--- config.mk ---
export PLATFORM = sky130hd
export DESIGN_NAME = utf8_encoder_with_byte_budget
export DESIGN_NICKNAME = d
export VERILOG_FILES = /design/src/design/utf8e_pkg.sv /design/src/design/utf8_encoder_with_byte_budget.sv
export VERILOG_INCLUDE_DIRS = /design/src /design/src/design
export SDC_FILE = /design/constraint.sdc
export NUM_CORES = 1
export LEC_CHECK = 0
export BUFFER_PORTS_ARGS = -buffer_cell sky130_fd_sc_hd__buf_2
export CAP_MARGIN = 20
export CORE_UTILIZATION = 35
export DETAILED_ROUTE_END_ITERATION = 8
export SYNTH_ARGS = -nofsm -noshare
export SYNTH_HDL_FRONTEND = slang
export SYNTH_SLANG_ARGS = --single-unit
export TNS_END_PERCENT = 10
--- constraint.sdc ---
create_clock -name i_clk -period 7.9 [get_ports i_clk]
set_input_delay 0.79 -clock i_clk [delete_from_list [all_inputs] [get_ports i_clk]]
set_output_delay 0.79 -clock i_clk [all_outputs]
set_load 0.005 [all_outputs]
--- src/design/utf8_encoder_with_byte_budget_defines.svh ---
// ----------------------------------------------------------------------------
// utf8 encoder assertion macros
// shared assertion forms used at the end of the top level
// ----------------------------------------------------------------------------
`ifndef UTF8_ENCODER_WITH_BYTE_BUDGET_DEFINES_SVH
`define UTF8_ENCODER_WITH_BYTE_BUDGET_DEFINES_SVH

// same-cycle implication, held off during reset
`define UTF8E_ASSERT_NOW(label, ante, cons, msg) \
    label: assert property (@(posedge i_clk) disable iff (!i_rst_n) (ante) |-> (cons)) \
        else $error(msg);

// next-cycle implication, held off during reset
`define UTF8E_ASSERT_NEXT(label, ante, cons, msg) \
    label: assert property (@(posedge i_clk) disable iff (!i_rst_n) (ante) |=> (cons)) \
        else $error(msg);

`endif

--- src/design/utf8e_pkg.sv ---
// ----------------------------------------------------------------------------
// utf8e_pkg
// types, code point limits and byte formats for the utf8 encoder
// ----------------------------------------------------------------------------
package utf8e_pkg;

    typedef logic [7:0]  t_byte;
    typedef logic [20:0] t_code_point;
    typedef logic [15:0] t_count;
    // encoded length minus one: 0 for one byte, 3 for four bytes
    typedef logic [1:0]  t_len;

    // configuration register indexes
    localparam logic CFG_BUDGET_ENABLE = 1'b0;
    localparam logic CFG_BYTE_BUDGET   = 1'b1;

    // code point boundaries
    localparam t_code_point CP_LIMIT = 21'd1114112;
    localparam t_code_point CP_FOUR  = 21'd65536;
    localparam t_code_point CP_THREE = 21'd2048;
    localparam t_code_point CP_TWO   = 21'd128;

    // length codes
    localparam t_len LEN_ONE   = 2'd0;
    localparam t_len LEN_TWO   = 2'd1;
    localparam t_len LEN_THREE = 2'd2;
    localparam t_len LEN_FOUR  = 2'd3;

    // lead and continuation prefixes
    localparam logic [2:0] LEAD2_TAG = 3'b110;
    localparam logic [3:0] LEAD3_TAG = 4'b1110;
    localparam logic [4:0] LEAD4_TAG = 5'b11110;
    localparam logic [1:0] CONT_TAG  = 2'b10;

    localparam t_count COUNT_MAX = 16'hFFFF;

endpackage

--- src/design/utf8_encoder_with_byte_budget.sv ---
// ----------------------------------------------------------------------------
// utf8_encoder_with_byte_budget
// utf8 encoder with an optional per-string output byte budget
// ----------------------------------------------------------------------------
// Usage:
//   input channel  : i_in_valid / o_in_stall, one code point per transaction,
//                    with i_start_of_string marking the first item of a string
//   output channel : o_out_valid / i_out_stall, one encoded byte per
//                    transaction, o_last_byte high on the final byte of a char
//   config port    : i_cfg_we, i_cfg_index, i_cfg_wdata; write only while idle
// Flow: a code point accepted into the input register moves into the result
//   register once the result register is free; its first byte is offered there.
//   An item holds the result register until its bytes (1 to 4) are taken;
//   the output port gives one byte per cycle while i_out_stall is low, and
//   the next item is already held in the input register meanwhile. Items with
//   no bytes (terminator, invalid, over budget, stopped) load no result.
// Reset: clears both valids, the byte count, the stop flag and the config.
// Stall: while i_out_stall is high the current byte holds; once the input
//   register is also full, o_in_stall rises until the last byte is taken.
// ----------------------------------------------------------------------------
`include "utf8_encoder_with_byte_budget_defines.svh"

module utf8_encoder_with_byte_budget (
    input  logic                   i_clk,
    input  logic                   i_rst_n,
    // configuration
    input  logic                   i_cfg_we,
    input  logic                   i_cfg_index,
    input  logic [15:0]            i_cfg_wdata,
    // code point input
    input  logic                   i_in_valid,
    output logic                   o_in_stall,
    input  utf8e_pkg::t_code_point i_code_point,
    input  logic                   i_start_of_string,
    // byte output
    output logic                   o_out_valid,
    input  logic                   i_out_stall,
    output utf8e_pkg::t_byte       o_out_byte,
    output logic                   o_last_byte
);

    // configuration registers
    logic                  r_budget_enable;
    utf8e_pkg::t_count     r_byte_budget;

    // string state
    utf8e_pkg::t_count     r_bytes_used;
    logic                  r_stopped;
    utf8e_pkg::t_count     n_bytes_used;
    logic                  n_stopped;

    // input register
    logic                  r_in_vld;
    utf8e_pkg::t_code_point r_in_cp;
    logic                  r_in_sos;

    // result register
    logic                  r_res_vld;
    utf8e_pkg::t_byte      r_res_byte [4];
    utf8e_pkg::t_len       r_res_cnt;

    // handshake terms
    logic                  in_take;
    logic                  out_take;
    logic                  res_free;
    logic                  in_move;

    // encode terms
    logic                  eff_stopped;
    utf8e_pkg::t_count     eff_used;
    utf8e_pkg::t_len       len;
    logic [16:0]           sum;
    logic                  produce;
    utf8e_pkg::t_byte      enc [4];

    // handshake
    assign out_take   = r_res_vld && !i_out_stall;
    assign res_free   = !r_res_vld || (out_take && (r_res_cnt == utf8e_pkg::LEN_ONE));
    assign in_move    = r_in_vld && res_free;
    assign o_in_stall = r_in_vld && !res_free;
    assign in_take    = i_in_valid && !o_in_stall;

    assign o_out_valid = r_res_vld;
    assign o_out_byte  = r_res_byte[0];
    assign o_last_byte = (r_res_cnt == utf8e_pkg::LEN_ONE);

    // length, budget check and state update
    always_comb begin
        eff_stopped = r_in_sos ? 1'b0 : r_stopped;
        eff_used    = r_in_sos ? '0 : r_bytes_used;

        priority if (r_in_cp < utf8e_pkg::CP_TWO) begin
            len = utf8e_pkg::LEN_ONE;
        end else if (r_in_cp < utf8e_pkg::CP_THREE) begin
            len = utf8e_pkg::LEN_TWO;
        end else if (r_in_cp < utf8e_pkg::CP_FOUR) begin
            len = utf8e_pkg::LEN_THREE;
        end else begin
            len = utf8e_pkg::LEN_FOUR;
        end

        sum = {1'b0, eff_used} + {15'd0, len} + 17'd1;

        n_stopped    = eff_stopped;
        n_bytes_used = eff_used;
        produce      = 1'b0;
        if (!eff_stopped) begin
            priority if ((r_in_cp == '0) || (r_in_cp >= utf8e_pkg::CP_LIMIT)) begin
                n_stopped = 1'b1;
            end else if (r_budget_enable && (sum > {1'b0, r_byte_budget})) begin
                n_stopped = 1'b1;
            end else begin
                produce      = 1'b1;
                n_bytes_used = sum[16] ? utf8e_pkg::COUNT_MAX : sum[15:0];
            end
        end
    end

    // byte formatting, first byte in slot 0
    always_comb begin
        enc[0] = '0;
        enc[1] = '0;
        enc[2] = '0;
        enc[3] = '0;
        unique case (len)
            utf8e_pkg::LEN_ONE: begin
                enc[0] = r_in_cp[7:0];
            end
            utf8e_pkg::LEN_TWO: begin
                enc[0] = {utf8e_pkg::LEAD2_TAG, r_in_cp[10:6]};
                enc[1] = {utf8e_pkg::CONT_TAG, r_in_cp[5:0]};
            end
            utf8e_pkg::LEN_THREE: begin
                enc[0] = {utf8e_pkg::LEAD3_TAG, r_in_cp[15:12]};
                enc[1] = {utf8e_pkg::CONT_TAG, r_in_cp[11:6]};
                enc[2] = {utf8e_pkg::CONT_TAG, r_in_cp[5:0]};
            end
            utf8e_pkg::LEN_FOUR: begin
                enc[0] = {utf8e_pkg::LEAD4_TAG, r_in_cp[20:18]};
                enc[1] = {utf8e_pkg::CONT_TAG, r_in_cp[17:12]};
                enc[2] = {utf8e_pkg::CONT_TAG, r_in_cp[11:6]};
                enc[3] = {utf8e_pkg::CONT_TAG, r_in_cp[5:0]};
            end
            default: begin
                enc[0] = '0;
            end
        endcase
    end

    // configuration writes
    always_ff @(posedge i_clk) begin
        if (!i_rst_n) begin
            r_budget_enable <= 1'b0;
            r_byte_budget   <= '0;
        end else if (i_cfg_we) begin
            unique case (i_cfg_index)
                utf8e_pkg::CFG_BUDGET_ENABLE: r_budget_enable <= i_cfg_wdata[0];
                utf8e_pkg::CFG_BYTE_BUDGET:   r_byte_budget   <= i_cfg_wdata;
                default:                      r_budget_enable <= r_budget_enable;
            endcase
        end
    end

    // string state, updated as an item leaves the input register
    always_ff @(posedge i_clk) begin
        if (!i_rst_n) begin
            r_bytes_used <= '0;
            r_stopped    <= 1'b0;
        end else if (in_move) begin
            r_bytes_used <= n_bytes_used;
            r_stopped    <= n_stopped;
        end
    end

    // input register control
    always_ff @(posedge i_clk) begin
        if (!i_rst_n) begin
            r_in_vld <= 1'b0;
        end else if (in_take) begin
            r_in_vld <= 1'b1;
        end else if (in_move) begin
            r_in_vld <= 1'b0;
        end
    end

    // input register payload
    always_ff @(posedge i_clk) begin
        if (in_take) begin
            r_in_cp  <= i_code_point;
            r_in_sos <= i_start_of_string;
        end
    end

    // result register control
    always_ff @(posedge i_clk) begin
        if (!i_rst_n) begin
            r_res_vld <= 1'b0;
        end else if (in_move) begin
            r_res_vld <= produce;
        end else if (res_free) begin
            r_res_vld <= 1'b0;
        end
    end

    // result payload: load on move, shift one byte out per transaction
    always_ff @(posedge i_clk) begin
        if (in_move) begin
            r_res_byte <= enc;
            r_res_cnt  <= len;
        end else if (out_take && (r_res_cnt != utf8e_pkg::LEN_ONE)) begin
            r_res_byte[0] <= r_res_byte[1];
            r_res_byte[1] <= r_res_byte[2];
            r_res_byte[2] <= r_res_byte[3];
            r_res_byte[3] <= '0;
            r_res_cnt     <= r_res_cnt - 2'd1;
        end
    end

    // checks
    `UTF8E_ASSERT_NEXT(a_mid_char_continues,
        out_take && !o_last_byte, o_out_valid,
        "character cut short after a non-final byte")
    `UTF8E_ASSERT_NEXT(a_stopped_gives_nothing,
        in_move && r_stopped && !r_in_sos, !r_res_vld,
        "stopped string produced output")
    `UTF8E_ASSERT_NEXT(a_stopped_count_holds,
        r_stopped && !(in_move && r_in_sos), $stable(r_bytes_used),
        "byte count changed on a stopped string")

endmodule
==> load_flow_metrics.sql, run 1 <==
INSERT INTO impl_metrics (metric_group, metric, value, unit) VALUES
('logic_synthesis', 'yosys_register_bits', '89', ''),
('final_layout', 'layout.core_utilization', '41.4', '%'),
('logic_synthesis', 'synth_edf_count', '53', ''),
('placed_design', 'post_detailed_placement_cell_area', '5160', 'um^2'),
('cts', 'clk_pin_slew', '0.07', 'ns'),
('final_layout', 'sequential_cell_area', '2310', 'um^2'),
('worst_setup_path', 'cp_data_arrival_time', '5.67', 'ns'),
('grt', 'grt-ovfl-total', '0', ''),
('cts', 'post_cts_hold_buffer_count', '0', ''),
('grt', 'top_usage_layer', 'met2', ''),
('routing', 'post_route_drc_violation_count', '0', ''),
('grt', 'number_of_antenna_violations_at_the_first_check_in_global_routing', '0', ''),
('logic_synthesis', 'syn_area_per_cell', '9.30', 'um^2'),
('routing', 'drt_total_wl', '10900', 'um'),
('timing', 'layout_min_cycle_time', '5.45', 'ns'),
('worst_setup_path', 'critPathMaxStageDelay', '0.62', 'ns'),
('cts', 'cts-htree-levels', '3', ''),
('timing', 'final.setup.worst_slack', '2.45', 'ns'),
('timing', 'timing.slew.headroom', '29.7', '%'),
('routing', 'routed_length_per_instance', '14.9', 'um'),
('timing', 'slew_violations', '0', ''),
('logic_synthesis', 'post_synth_instance_area', '4780', 'um^2'),
('logic_synthesis', 'syn_inst', '514', ''),
('logic_synthesis', 'synthesis.yosys.warnings', '0', ''),
('pwr', 'internal_power', '853', 'uW'),
('grt', 'grt_max_degree', '37', ''),
('worst_setup_path', 'critical-path-top-cell-by-count', 'sky130_fd_sc_hd__nor2_1', ''),
('worst_setup_path', 'cp_cell_sequence', 'or4_1 -> or2_1 -> nor2_1 -> inv_2 -> ha_1 -> nor2b_1 -> o211ai_1 -> or2_1 -> nor2_1 -> nand3_1 -> xnor2_1 -> nor2_1 -> ha_1 -> a21oi_1 -> nand3_1 -> nor2_1 -> o211ai_4 -> a211oi_4 -> o21a_1 -> o22ai_2', ''),
('cts', 'clock-sinks', '89', ''),
('routing', 'drt_iter0_markers', '299', ''),
('cts', 'post_cts.repair.setup_buffers', '0', ''),
('worst_setup_path', 'crit_path_max_fanout', '26', ''),
('timing', 'timing_hold_violations_final', '0', ''),
('job', 'maxCapViolCount', '0', ''),
('pwr', 'p_clk_share', '42.6', '%'),
('timing', 'setup-violations-final', '0', ''),
('final_layout', 'multiInputGateArea', '2200', 'um^2'),
('pwr', 'power.share.switching', '24.9', '%'),
('timing', 'unrepaired_setup_endpoints_after_global_routing', 'no', ''),
('placed_design', 'gpl.final_weighted_congestion', '0.865', ''),
('logic_synthesis', 'async_flop_share', '0', '%'),
('worst_setup_path', 'end_kind', 'register', ''),
('timing', 'worst_clock_skew', '0.00757', 'ns'),
('placed_design', 'place_inst', '717', ''),
('cts', 'clock_tree.buffer_depth', '2', ''),
('pwr', 'part_of_the_total_power_dissipated_in_combinational_logic', '9.7', '%'),
('grt', 'grt_first_pass_wirelength', '17600', 'um'),
('cts', 'cts_tree', 'yes', ''),
('routing', 'postRouteAntennaNets', '0', ''),
('timing', 'layout_worst_path_cycle_share', '68.9', '%'),
('grt', 'first_global_vias', '3526', ''),
('die', 'die_x', '119', 'um'),
('final_layout', 'fillers', '1312', ''),
('logic_synthesis', 'synth_top_flop_cell', 'sky130_fd_sc_hd__edfxtp_1', ''),
('worst_setup_path', 'cp_data_required_time', '8.13', 'ns'),
('cts', 'cts_repair_resize_count', '0', ''),
('routing', 'via_per_inst', '5.19', ''),
('cts', 'worst_skew_pair.late_latency', '0.34', 'ns'),
('worst_setup_path', 'worstSetupPathType', 'reg2reg', ''),
('die', 'floorplan.initialDensity', '36.0', '%'),
('worst_setup_path', 'start_kind', 'register', ''),
('pwr', 'power_density', '206', 'nW/um^2'),
('pwr', 'net-switching-power', '282', 'uW'),
('outcome', 'outcome', 'completed', ''),
('final_layout', 'layout.cell_area.non_filler', '5510', 'um^2'),
('final_layout', 'nets', '617', ''),
('die', 'design.core.area', '13300', 'um^2'),
('final_layout', 'insertedDiodeCount', '0', ''),
('placed_design', 'place.detailed.hpwl', '7860', 'um'),
('grt', 'global_route.usage.total', '15.9', '%'),
('grt', 'grt_met1_use', '22.7', '%');
per-stage QoR:
step                      power (uW)  hold slack (ns)
after global placement           658            0.455
after floorplan                  626            0.443
final                           1140            0.464
after detailed placement         661            0.458
after global routing            1180            0.488
after CTS                       1140            0.467
synthesized netlist by cell type, types with 11 or more instances:
| library cell | instances | area, um^2 |
|---|---|---|
| sky130_fd_sc_hd__a21boi_0 | 16 | 120 |
| sky130_fd_sc_hd__inv_1 | 31 | 116 |
| sky130_fd_sc_hd__nand3_1 | 17 | 85.1 |
| sky130_fd_sc_hd__nand2_1 | 78 | 293 |
| sky130_fd_sc_hd__o21ai_1 | 15 | 75.1 |
| sky130_fd_sc_hd__xnor2_1 | 11 | 96.3 |
| sky130_fd_sc_hd__edfxtp_1 | 53 | 1590 |
| sky130_fd_sc_hd__a21oi_1 | 24 | 120 |
| sky130_fd_sc_hd__nor2_1 | 55 | 206 |
| sky130_fd_sc_hd__ha_1 | 19 | 238 |
| sky130_fd_sc_hd__o21ai_0 | 15 | 75.1 |
| sky130_fd_sc_hd__clkbuf_1 | 20 | 75.1 |
| sky130_fd_sc_hd__dfxtp_1 | 36 | 721 |
cells by family (layout without fill, tap and decap cells):
group | after synthesis | after routing | share of synthesized area [%]
muxes | 1 | 1 | 0.209
AOI/OAI and AO/OA | 124 | 124 | 18.1
and+or+nand+nor | 204 | 204 | 20.0
buffers and inverters | 64 | 108 | 5.78
xor gates and xnor gates | 12 | 12 | 2.20
DFF | 89 | 89 | 48.4
adders and majority gates | 20 | 20 | 5.39
per-layer routing:
metal	up-vias	share of wire [%]
li1	1877	-
met1	1794	49
met2	131	43
met3	11	7.6
met4	0	1.3
met5	-	0
critical path: cells and delay by family (launching register included):
family,cells,cell delay [ns]
xor gates and xnor gates,1,0.17
adders and majority gates,2,0.63
DFF,1,0.41
and+or+nand+nor,10,2.72
AOI/OAI and AO/OA,6,1.32
buffers and inverters,1,0.09
path summary, 6_finish.rpt:
path	endpoint	from	cells past startpoint	slack (ns)
hold / removal	r_byte_budget[7]	r_byte_budget[7]	2	0.46
setup / recovery	r_bytes_used[5]	r_in_cp[18]	20	2.45
hold reg to reg	r_byte_budget[7]	r_byte_budget[7]	2	0.46
setup reg to reg	r_bytes_used[5]	r_in_cp[18]	20	2.45
layout make-up:
cell class / instances / area share, %
Multi-Input combinational cell: 361 / 40.0
Sequential cell: 89 / 42.0
Timing Repair Buffer: 59 / 5.73
Clock inverter: 7 / 1.98
Tap cell: 176 / 4.00
Clock buffer: 9 / 4.09
Inverter: 33 / 2.25
cell usage in the layout, fill, tap and decap left out, types with 4 or more instances in the layout:
cell,n
sky130_fd_sc_hd__nand2_1,78
sky130_fd_sc_hd__buf_2,54
sky130_fd_sc_hd__nor3_1,8
sky130_fd_sc_hd__a21oi_1,23
sky130_fd_sc_hd__a21boi_1,6
sky130_fd_sc_hd__clkbuf_16,9
sky130_fd_sc_hd__ha_1,19
sky130_fd_sc_hd__nand3_1,17
sky130_fd_sc_hd__dfxtp_1,36
sky130_fd_sc_hd__and3_1,9
sky130_fd_sc_hd__inv_1,31
sky130_fd_sc_hd__a21o_1,5
sky130_fd_sc_hd__nor2b_1,6
sky130_fd_sc_hd__o211ai_1,4
sky130_fd_sc_hd__xnor2_1,11
sky130_fd_sc_hd__buf_4,4
sky130_fd_sc_hd__a221oi_1,6
sky130_fd_sc_hd__nor2_1,55
sky130_fd_sc_hd__and2_1,4
sky130_fd_sc_hd__nand4_1,8
sky130_fd_sc_hd__a211oi_1,5
sky130_fd_sc_hd__edfxtp_1,53
sky130_fd_sc_hd__a21boi_0,16
sky130_fd_sc_hd__o21a_1,4
sky130_fd_sc_hd__o21ai_0,15
sky130_fd_sc_hd__o21ai_1,15
state kept, by name (all words and copies together), names as in the netlist:
name,cells
r_bytes_used,16
r_in_cp,21
r_in_sos,1
o_out_valid,1
r_res_byte,21
r_byte_budget,16
r_budget_enable,1
o_out_byte,8
r_res_cnt,2
r_stopped,1
r_in_vld,1
power by group through the flow:
stage          clock network (uW)  registers (uW)  logic [uW]
2_1_floorplan                   0             546        79.8
3_3_place_gp                    0             551         107
3_5_place_dp                    0             552         109
4_1_cts                       492             541         110
5_1_grt                       509             544         124
6_report                      484             542         110
Power figures use the tool's default switching activity.
==> run 2, diff against run 1 <==
==> constraint.sdc (replaced) <==
create_clock -name i_clk -period 5.45 [get_ports i_clk]
set_input_delay 0.545 -clock i_clk [delete_from_list [all_inputs] [get_ports i_clk]]
set_output_delay 0.545 -clock i_clk [all_outputs]
set_load 0.005 [all_outputs]
==> load_flow_metrics.sql, run 2 (synthesized netlist as in run 1, its figures left out) <==
INSERT INTO impl_metrics (metric_group, metric, value, unit) VALUES
('outcome', 'outcome', 'completed', ''),
('pwr', 'vdd_drop_max', '0.124', 'mV'),
('timing', 'layout_min_cycle_time', '5.06', 'ns'),
('worst_setup_path', 'slowest_stage_cell_cp', 'sky130_fd_sc_hd__or4_1', ''),
('worst_setup_path', 'crit_path_max_fanout', '8', ''),
('final_layout', 'reg_top3', 'r_in_cp x21, r_res_byte x21', ''),
('timing', 'unrepaired_setup_endpoints_after_global_routing', 'no', ''),
('cts', 'post_cts_hold_buffer_count', '0', ''),
('routing', 'postRouteAntennaNets', '0', ''),
('routing', 'post_route_drc_violation_count', '0', ''),
('worst_setup_path', 'critPathMaxStageDelay', '0.61', 'ns'),
('placed_design', 'place_inst', '721', ''),
('timing', 'layout_worst_path_cycle_share', '92.9', '%'),
('final_layout', 'mostFrequentLayoutCell', 'sky130_fd_sc_hd__nand2_1', ''),
('timing', 'worst_clock_skew', '0.00409', 'ns'),
('job', 'maxCapViolCount', '0', ''),
('die', 'die_x', '119', 'um'),
('grt', 'grt_max_degree', '37', ''),
('final_layout', 'post_route_cells_drive_above_1_share', '17.4', '%'),
('timing', 'worstMarginPinSlew', '0.864', 'ns'),
('timing', 'fmax', '198', 'MHz'),
('grt', 'grt-ovfl-total', '0', ''),
('cts', 'cts_repair_resize_count', '0', ''),
('final_layout', 'layout.core_utilization', '41.3', '%'),
('cts', 'cts_tree', 'yes', ''),
('final_layout', 'layout.cell_area.non_filler', '5500', 'um^2'),
('cts', 'number_of_buffers_inserted_during_clock_tree_synthesis', '9', ''),
('timing', 'timing_hold_violations_final', '0', ''),
('min_path', 'hp-class', 'in2reg', ''),
('final_layout', 'layout-area-overhead-vs-synth', '14.9', '%'),
('timing', 'timing.slew.headroom', '41.8', '%'),
('cts', 'clk_pin_slew', '0.06', 'ns'),
('worst_setup_path', 'start_kind', 'register', ''),
('final_layout', 'most_used_cells_in_the_layout_excluding_fill_and_tap_cells', '78 x sky130_fd_sc_hd__nand2_1, 55 x sky130_fd_sc_hd__nor2_1, 54 x sky130_fd_sc_hd__buf_2', ''),
('worst_setup_path', 'cp_data_arrival_time', '5.29', 'ns'),
('routing', 'routed_length_per_instance', '14.6', 'um'),
('final_layout', 'fillers', '1320', ''),
('grt', 'global_route.usage.total', '15.4', '%'),
('die', 'floorplan.initialDensity', '36.0', '%'),
('final_layout', 'insertedDiodeCount', '0', ''),
('die', 'num_io_pins', '55', ''),
('placed_design', 'gpl.final_weighted_congestion', '0.904', ''),
('timing', 'setup-violations-final', '0', ''),
('worst_setup_path', 'cp_data_required_time', '5.67', 'ns'),
('timing', 'slew_violations', '0', ''),
('die', 'die_area', '14100', 'um^2'),
('grt', 'first_global_vias', '3454', ''),
('routing', 'via_per_inst', '5.13', ''),
('die', 'die_height', '119', 'um'),
('placed_design', 'port_buffers', '54', ''),
('pwr', 'power_density', '286', 'nW/um^2'),
('placed_design', 'post_detailed_placement_cell_area', '5190', 'um^2'),
('worst_setup_path', 'worstSetupPathType', 'reg2reg', ''),
('grt', 'number_of_antenna_violations_at_the_first_check_in_global_routing', '0', ''),
('final_layout', 'instances_no_fill', '738', ''),
('cts', 'clock_tree.buffer_depth', '2', ''),
('die', 'placementRows', '42', ''),
('timing', 'fin_setup_tns', '0', 'ns'),
('cts', 'clock_tree.root_cell', 'sky130_fd_sc_hd__clkbuf_16', ''),
('routing', 'drt_total_wl', '10700', 'um'),
('cts', 'cts-htree-levels', '3', ''),
('die', 'design.core.area', '13300', 'um^2'),
('final_layout', 'nets', '621', ''),
('worst_setup_path', 'cp_cell_sequence', 'or4_1 -> or2_1 -> nor2_1 -> inv_2 -> ha_1 -> nor2b_1 -> o211ai_1 -> or2_1 -> nor2_1 -> nand3_1 -> xnor2_1 -> nor2_1 -> ha_1 -> nand3_1 -> nor2_1 -> nand3_1 -> o21a_1 -> a211oi_4 -> o21a_1 -> o22ai_2', ''),
('worst_setup_path', 'critical-path-top-cell-by-count', 'sky130_fd_sc_hd__nor2_1', ''),
('worst_setup_path', 'end_kind', 'register', ''),
('placed_design', 'place.detailed.hpwl', '7780', 'um'),
('grt', 'grt_first_pass_wirelength', '17300', 'um'),
('routing', 'first_pass_iters', '5', ''),
('pwr', 'total_leakage_power', '0.00208', 'uW'),
('routing', 'detailroute.via_count', '3789', ''),
('cts', 'post_cts.repair.setup_buffers', '0', ''),
('routing', 'drt_iter0_markers', '367', ''),
('cts', 'worst_skew_pair.late_latency', '0.34', 'ns'),
('cts', 'clock-sinks', '89', '');
[run 2: cell count changes in the layout (fill, tap and decap cells not counted), sizes merged]
cell,before,now
clkbuf,9,11
bufinv,2,1
clkinvlp,0,2
inv,37,34
buf,59,63
[run 2: worst paths after layout]
path	startpoint	endpoint	slack, ns	cells past startpoint
min	i_code_point[13]	r_in_cp[13]	0.38	1
max reg2reg	r_in_cp[18]	r_bytes_used[5]	0.39	20
min reg2reg	r_byte_budget[15]	r_byte_budget[15]	0.47	2
max	r_in_cp[18]	r_bytes_used[5]	0.39	20
[run 2: per-layer routing]
metal,wire length (um),GRT usage (%)
met1,5240,22.4
met2,4670,22.6
met3,715,3.26
met4,132,5.30
met5,0,0
[run 2: layout make-up]
class	count	area (um^2)	area share [%]
flip-flops and latches	89	2310	42.1
clock inverters	5	65.1	1.18
inverters	33	124	2.25
repair buffers	63	342	6.22
multi-input cells	361	2200	40.0
well taps	176	220	4.01
clock buffers	11	233	4.23
[run 2: worst max-delay path, delay by kind of cell (launching register included)]
| family | cells | cell delay, ns |
|---|---|---|
| and+or+nand+nor | 11 | 2.41 |
| adders and majority gates | 2 | 0.60 |
| AOI/OAI and AO/OA | 5 | 1.27 |
| xor gates and xnor gates | 1 | 0.18 |
| buffers and inverters | 1 | 0.08 |
| DFF | 1 | 0.39 |
[run 2: metrics by stage]
stage | worst slack, ns | total power (uW) | hold slack (ns)
floorplan | 0.812 | 907 | 0.443
global placement | 0.587 | 954 | 0.455
detailed placement | 0.446 | 959 | 0.463
CTS | 0.418 | 1580 | 0.369
global route | 0.00557 | 1630 | 0.369
finish | 0.389 | 1570 | 0.379
[run 2: power by group]
group | switching, uW | total (uW) | internal, uW
clock | 266 | 625 | 360
combinational | 98.0 | 161 | 63.3
sequential | 21.9 | 783 | 761
==> run 3, diff against run 2 <==
--- a/config.mk
+++ b/config.mk
@@ -8,7 +8,7 @@
 export LEC_CHECK = 0
 export BUFFER_PORTS_ARGS = -buffer_cell sky130_fd_sc_hd__buf_2
 export CAP_MARGIN = 20
-export CORE_UTILIZATION = 35
+export CORE_UTILIZATION = 42
 export DETAILED_ROUTE_END_ITERATION = 8
 export SYNTH_ARGS = -nofsm -noshare
 export SYNTH_HDL_FRONTEND = slang
==> load_flow_metrics.sql, run 3 (synthesized netlist as in run 1, its figures left out) <==
INSERT INTO impl_metrics (metric_group, metric, value, unit) VALUES
('final_layout', 'layout-area-overhead-vs-synth', '14.5', '%'),
('final_layout', 'mostFrequentLayoutCell', 'sky130_fd_sc_hd__nand2_1', ''),
('die', 'die_area', '11800', 'um^2'),
('die', 'num_io_pins', '55', ''),
('worst_setup_path', 'start_kind', 'register', ''),
('cts', 'clock_tree.root_cell', 'sky130_fd_sc_hd__clkbuf_16', ''),
('routing', 'postRouteAntennaNets', '0', ''),
('cts', 'worst_skew_pair.late_latency', '0.34', 'ns'),
('routing', 'first_pass_iters', '4', ''),
('grt', 'number_of_antenna_violations_at_the_first_check_in_global_routing', '0', ''),
('worst_setup_path', 'critPathMaxStageDelay', '0.60', 'ns'),
('routing', 'met2_routed_wl', '5050', 'um'),
('cts', 'cts-htree-levels', '3', ''),
('worst_setup_path', 'cp_cell_sequence', 'or4_1 -> or2_1 -> nor2_1 -> inv_2 -> ha_1 -> nor2b_1 -> o211ai_1 -> or2_1 -> nor2_1 -> nand3_1 -> xnor2_1 -> nor2_1 -> ha_1 -> a21oi_1 -> nand3_1 -> nor2_1 -> o211ai_4 -> a211oi_4 -> o21a_1 -> o22ai_2', ''),
('grt', 'global_route.usage.total', '19.2', '%'),
('routing', 'top_layer', 'met4', ''),
('cts', 'clock-sinks', '89', ''),
('timing', 'fin_setup_tns', '0', 'ns'),
('worst_setup_path', 'worst_r2r_path_depth', '20', ''),
('cts', 'post_cts_hold_buffer_count', '0', ''),
('timing', 'slew_violations', '0', ''),
('cts', 'number_of_buffers_inserted_during_clock_tree_synthesis', '9', ''),
('grt', 'grt_first_pass_wirelength', '17500', 'um'),
('routing', 'm1WireLength', '4920', 'um'),
('worst_setup_path', 'worstSetupPathType', 'reg2reg', ''),
('final_layout', 'reg_top3', 'r_in_cp x21, r_res_byte x21', ''),
('final_layout', 'fillers', '1035', ''),
('worst_setup_path', 'crit_path_max_fanout', '8', ''),
('placed_design', 'port_buffers', '54', ''),
('worst_setup_path', 'rr_endpoint', 'r_bytes_used[5]', ''),
('placed_design', 'place.detailed.hpwl', '7880', 'um'),
('pwr', 'net-switching-power', '382', 'uW'),
('min_path', 'worstHoldPathCells', '1', ''),
('pwr', 'p_clk_share', '39.5', '%'),
('outcome', 'outcome', 'completed', ''),
('min_path', 'holdPathEnd', 'r_in_cp[15]', ''),
('timing', 'unrepaired_setup_endpoints_after_global_routing', 'no', ''),
('pwr', 'seqPwrFrac', '50.0', '%'),
('timing', 'setup-violations-final', '0', ''),
('worst_setup_path', 'critical-path-top-cell-by-count', 'sky130_fd_sc_hd__nor2_1', ''),
('cts', 'cts_tree', 'yes', ''),
('cts', 'clk_pin_slew', '0.07', 'ns'),
('routing', 'detailroute.via_count', '3782', ''),
('min_path', 'hp-class', 'in2reg', ''),
('timing', 'layout_worst_path_cycle_share', '92.7', '%'),
('grt', 'first_global_vias', '3658', ''),
('worst_setup_path', 'cp_data_arrival_time', '5.28', 'ns'),
('pwr', 'part_of_the_total_power_dissipated_in_combinational_logic', '10.4', '%'),
('pwr', 'vdd_drop_max', '0.158', 'mV'),
('cts', 'clock_tree.buffer_depth', '2', ''),
('timing', 'timing.slew.headroom', '57.1', '%'),
('final_layout', 'post_route_cells_drive_above_1_share', '17.8', '%'),
('routing', 'via_per_inst', '5.38', ''),
('routing', 'drt_iter0_markers', '271', ''),
('final_layout', 'nets', '622', ''),
('pwr', 'internal_power', '1190', 'uW'),
('routing', 'routed_length_per_instance', '15.2', 'um'),
('die', 'floorplan.initialDensity', '43.5', '%'),
('timing', 'layout_min_cycle_time', '5.05', 'ns'),
('cts', 'cts_repair_resize_count', '0', ''),
('grt', 'grt_max_degree', '37', ''),
('timing', 'fmax', '198', 'MHz'),
('min_path', 'worst_hold_startpoint', 'i_code_point[15]', ''),
('die', 'die_height', '109', 'um'),
('final_layout', 'insertedDiodeCount', '0', ''),
('routing', 'routed-wl-met3', '538', 'um'),
('die', 'placementRows', '38', ''),
('timing', 'worstMarginPinSlew', '0.639', 'ns'),
('cts', 'post_cts.repair.setup_buffers', '0', ''),
('routing', 'drt_total_wl', '10700', 'um'),
('pwr', 'power.share.switching', '24.4', '%'),
('die', 'design.core.area', '11000', 'um^2'),
('worst_setup_path', 'ff_to_ff_start', 'r_in_cp[18]', ''),
('worst_setup_path', 'setup.reg_to_reg.worst_slack', '0.40', 'ns'),
('die', 'die_x', '109', 'um'),
('timing', 'timing_hold_violations_final', '0', ''),
('final_layout', 'most_used_cells_in_the_layout_excluding_fill_and_tap_cells', '78 x sky130_fd_sc_hd__nand2_1, 55 x sky130_fd_sc_hd__nor2_1, 54 x sky130_fd_sc_hd__buf_2', ''),
('worst_setup_path', 'end_kind', 'register', ''),
('pwr', 'finalPower', '1570', 'uW'),
('job', 'maxCapViolCount', '0', ''),
('pwr', 'power_density', '286', 'nW/um^2'),
('timing', 'worst_clock_skew', '0.00878', 'ns'),
('grt', 'grt-ovfl-total', '0', ''),
('worst_setup_path', 'cp_data_required_time', '5.67', 'ns'),
('pwr', 'total_leakage_power', '0.00210', 'uW'),
('worst_setup_path', 'slowest_stage_cell_cp', 'sky130_fd_sc_hd__or4_1', ''),
('placed_design', 'gpl.final_weighted_congestion', '0.923', ''),
('routing', 'post_route_drc_violation_count', '0', '');
## run 3: cell count changes in the layout (fill, tap and decap cells not counted), sizes merged
cell | before | now
clkinv | 1 | 2
clkbuf | 11 | 10
inv | 34 | 36
clkinvlp | 2 | 1
## run 3: how the worst max path moves through the flow
stage | from | endpoint | slack [ns] | depth (start not counted)
6_report | r_in_cp[18] | r_bytes_used[5] | 0.40 | 20
5_1_grt | r_in_cp[17] | r_bytes_used[7] | 0.03 | 20
4_1_cts | r_in_cp[18] | r_bytes_used[5] | 0.41 | 20
3_5_place_dp | r_in_cp[18] | r_bytes_used[5] | 0.47 | 20
3_3_place_gp | r_in_cp[18] | r_bytes_used[7] | 0.55 | 20
2_1_floorplan | r_in_cp[18] | r_bytes_used[8] | 0.81 | 23
## run 3: critical path, delay by kind of cell (launching register included)
family | cells | cell delay [ns]
and+or+nand+nor | 10 | 2.33
AOI/OAI and AO/OA | 6 | 1.37
adders and majority gates | 2 | 0.59
DFF | 1 | 0.38
xor gates and xnor gates | 1 | 0.16
buffers and inverters | 1 | 0.08
## run 3: power groups by stage
stage	Combinational (uW)	Clock, uW	Sequential (uW)
6_report	164	620	784
5_1_grt	186	663	788
4_1_cts	164	635	784
3_5_place_dp	163	0	799
3_3_place_gp	160	0	797
2_1_floorplan	116	0	791
## run 3: layout make-up
cell class              instances  area (um^2)  share of cell area, %
clock buffers                   9          225                   4.11
clock inverters                 7         76.3                   1.39
inverters                      33          124                   2.26
multi-input cells             361         2200                   40.2
flip-flops and latches         89         2310                   42.2
well taps                     140          175                   3.20
repair buffers                 64          363                   6.63
## run 3: per-layer routing
metal | vias to the layer above | track usage (%)
li1 | 1900 | -
met1 | 1758 | 25.5
met2 | 110 | 31.5
met3 | 14 | 3.41
met4 | 0 | 6.66
met5 | - | 0
## run 3: per-stage QoR
step | util (%) | hold WS [ns] | instance area [um^2] | std cells | setup slack (ns)
finish | 49.9 | 0.381 | 5480 | 703 | 0.399
global route | 49.9 | 0.369 | 5480 | 703 | 0.0342
CTS | 49.6 | 0.373 | 5450 | 702 | 0.413
detailed placement | 46.9 | 0.459 | 5150 | 686 | 0.470
global placement | 46.9 | 0.457 | 5150 | 686 | 0.551
floorplan | - | 0.443 | 4780 | 514 | 0.812
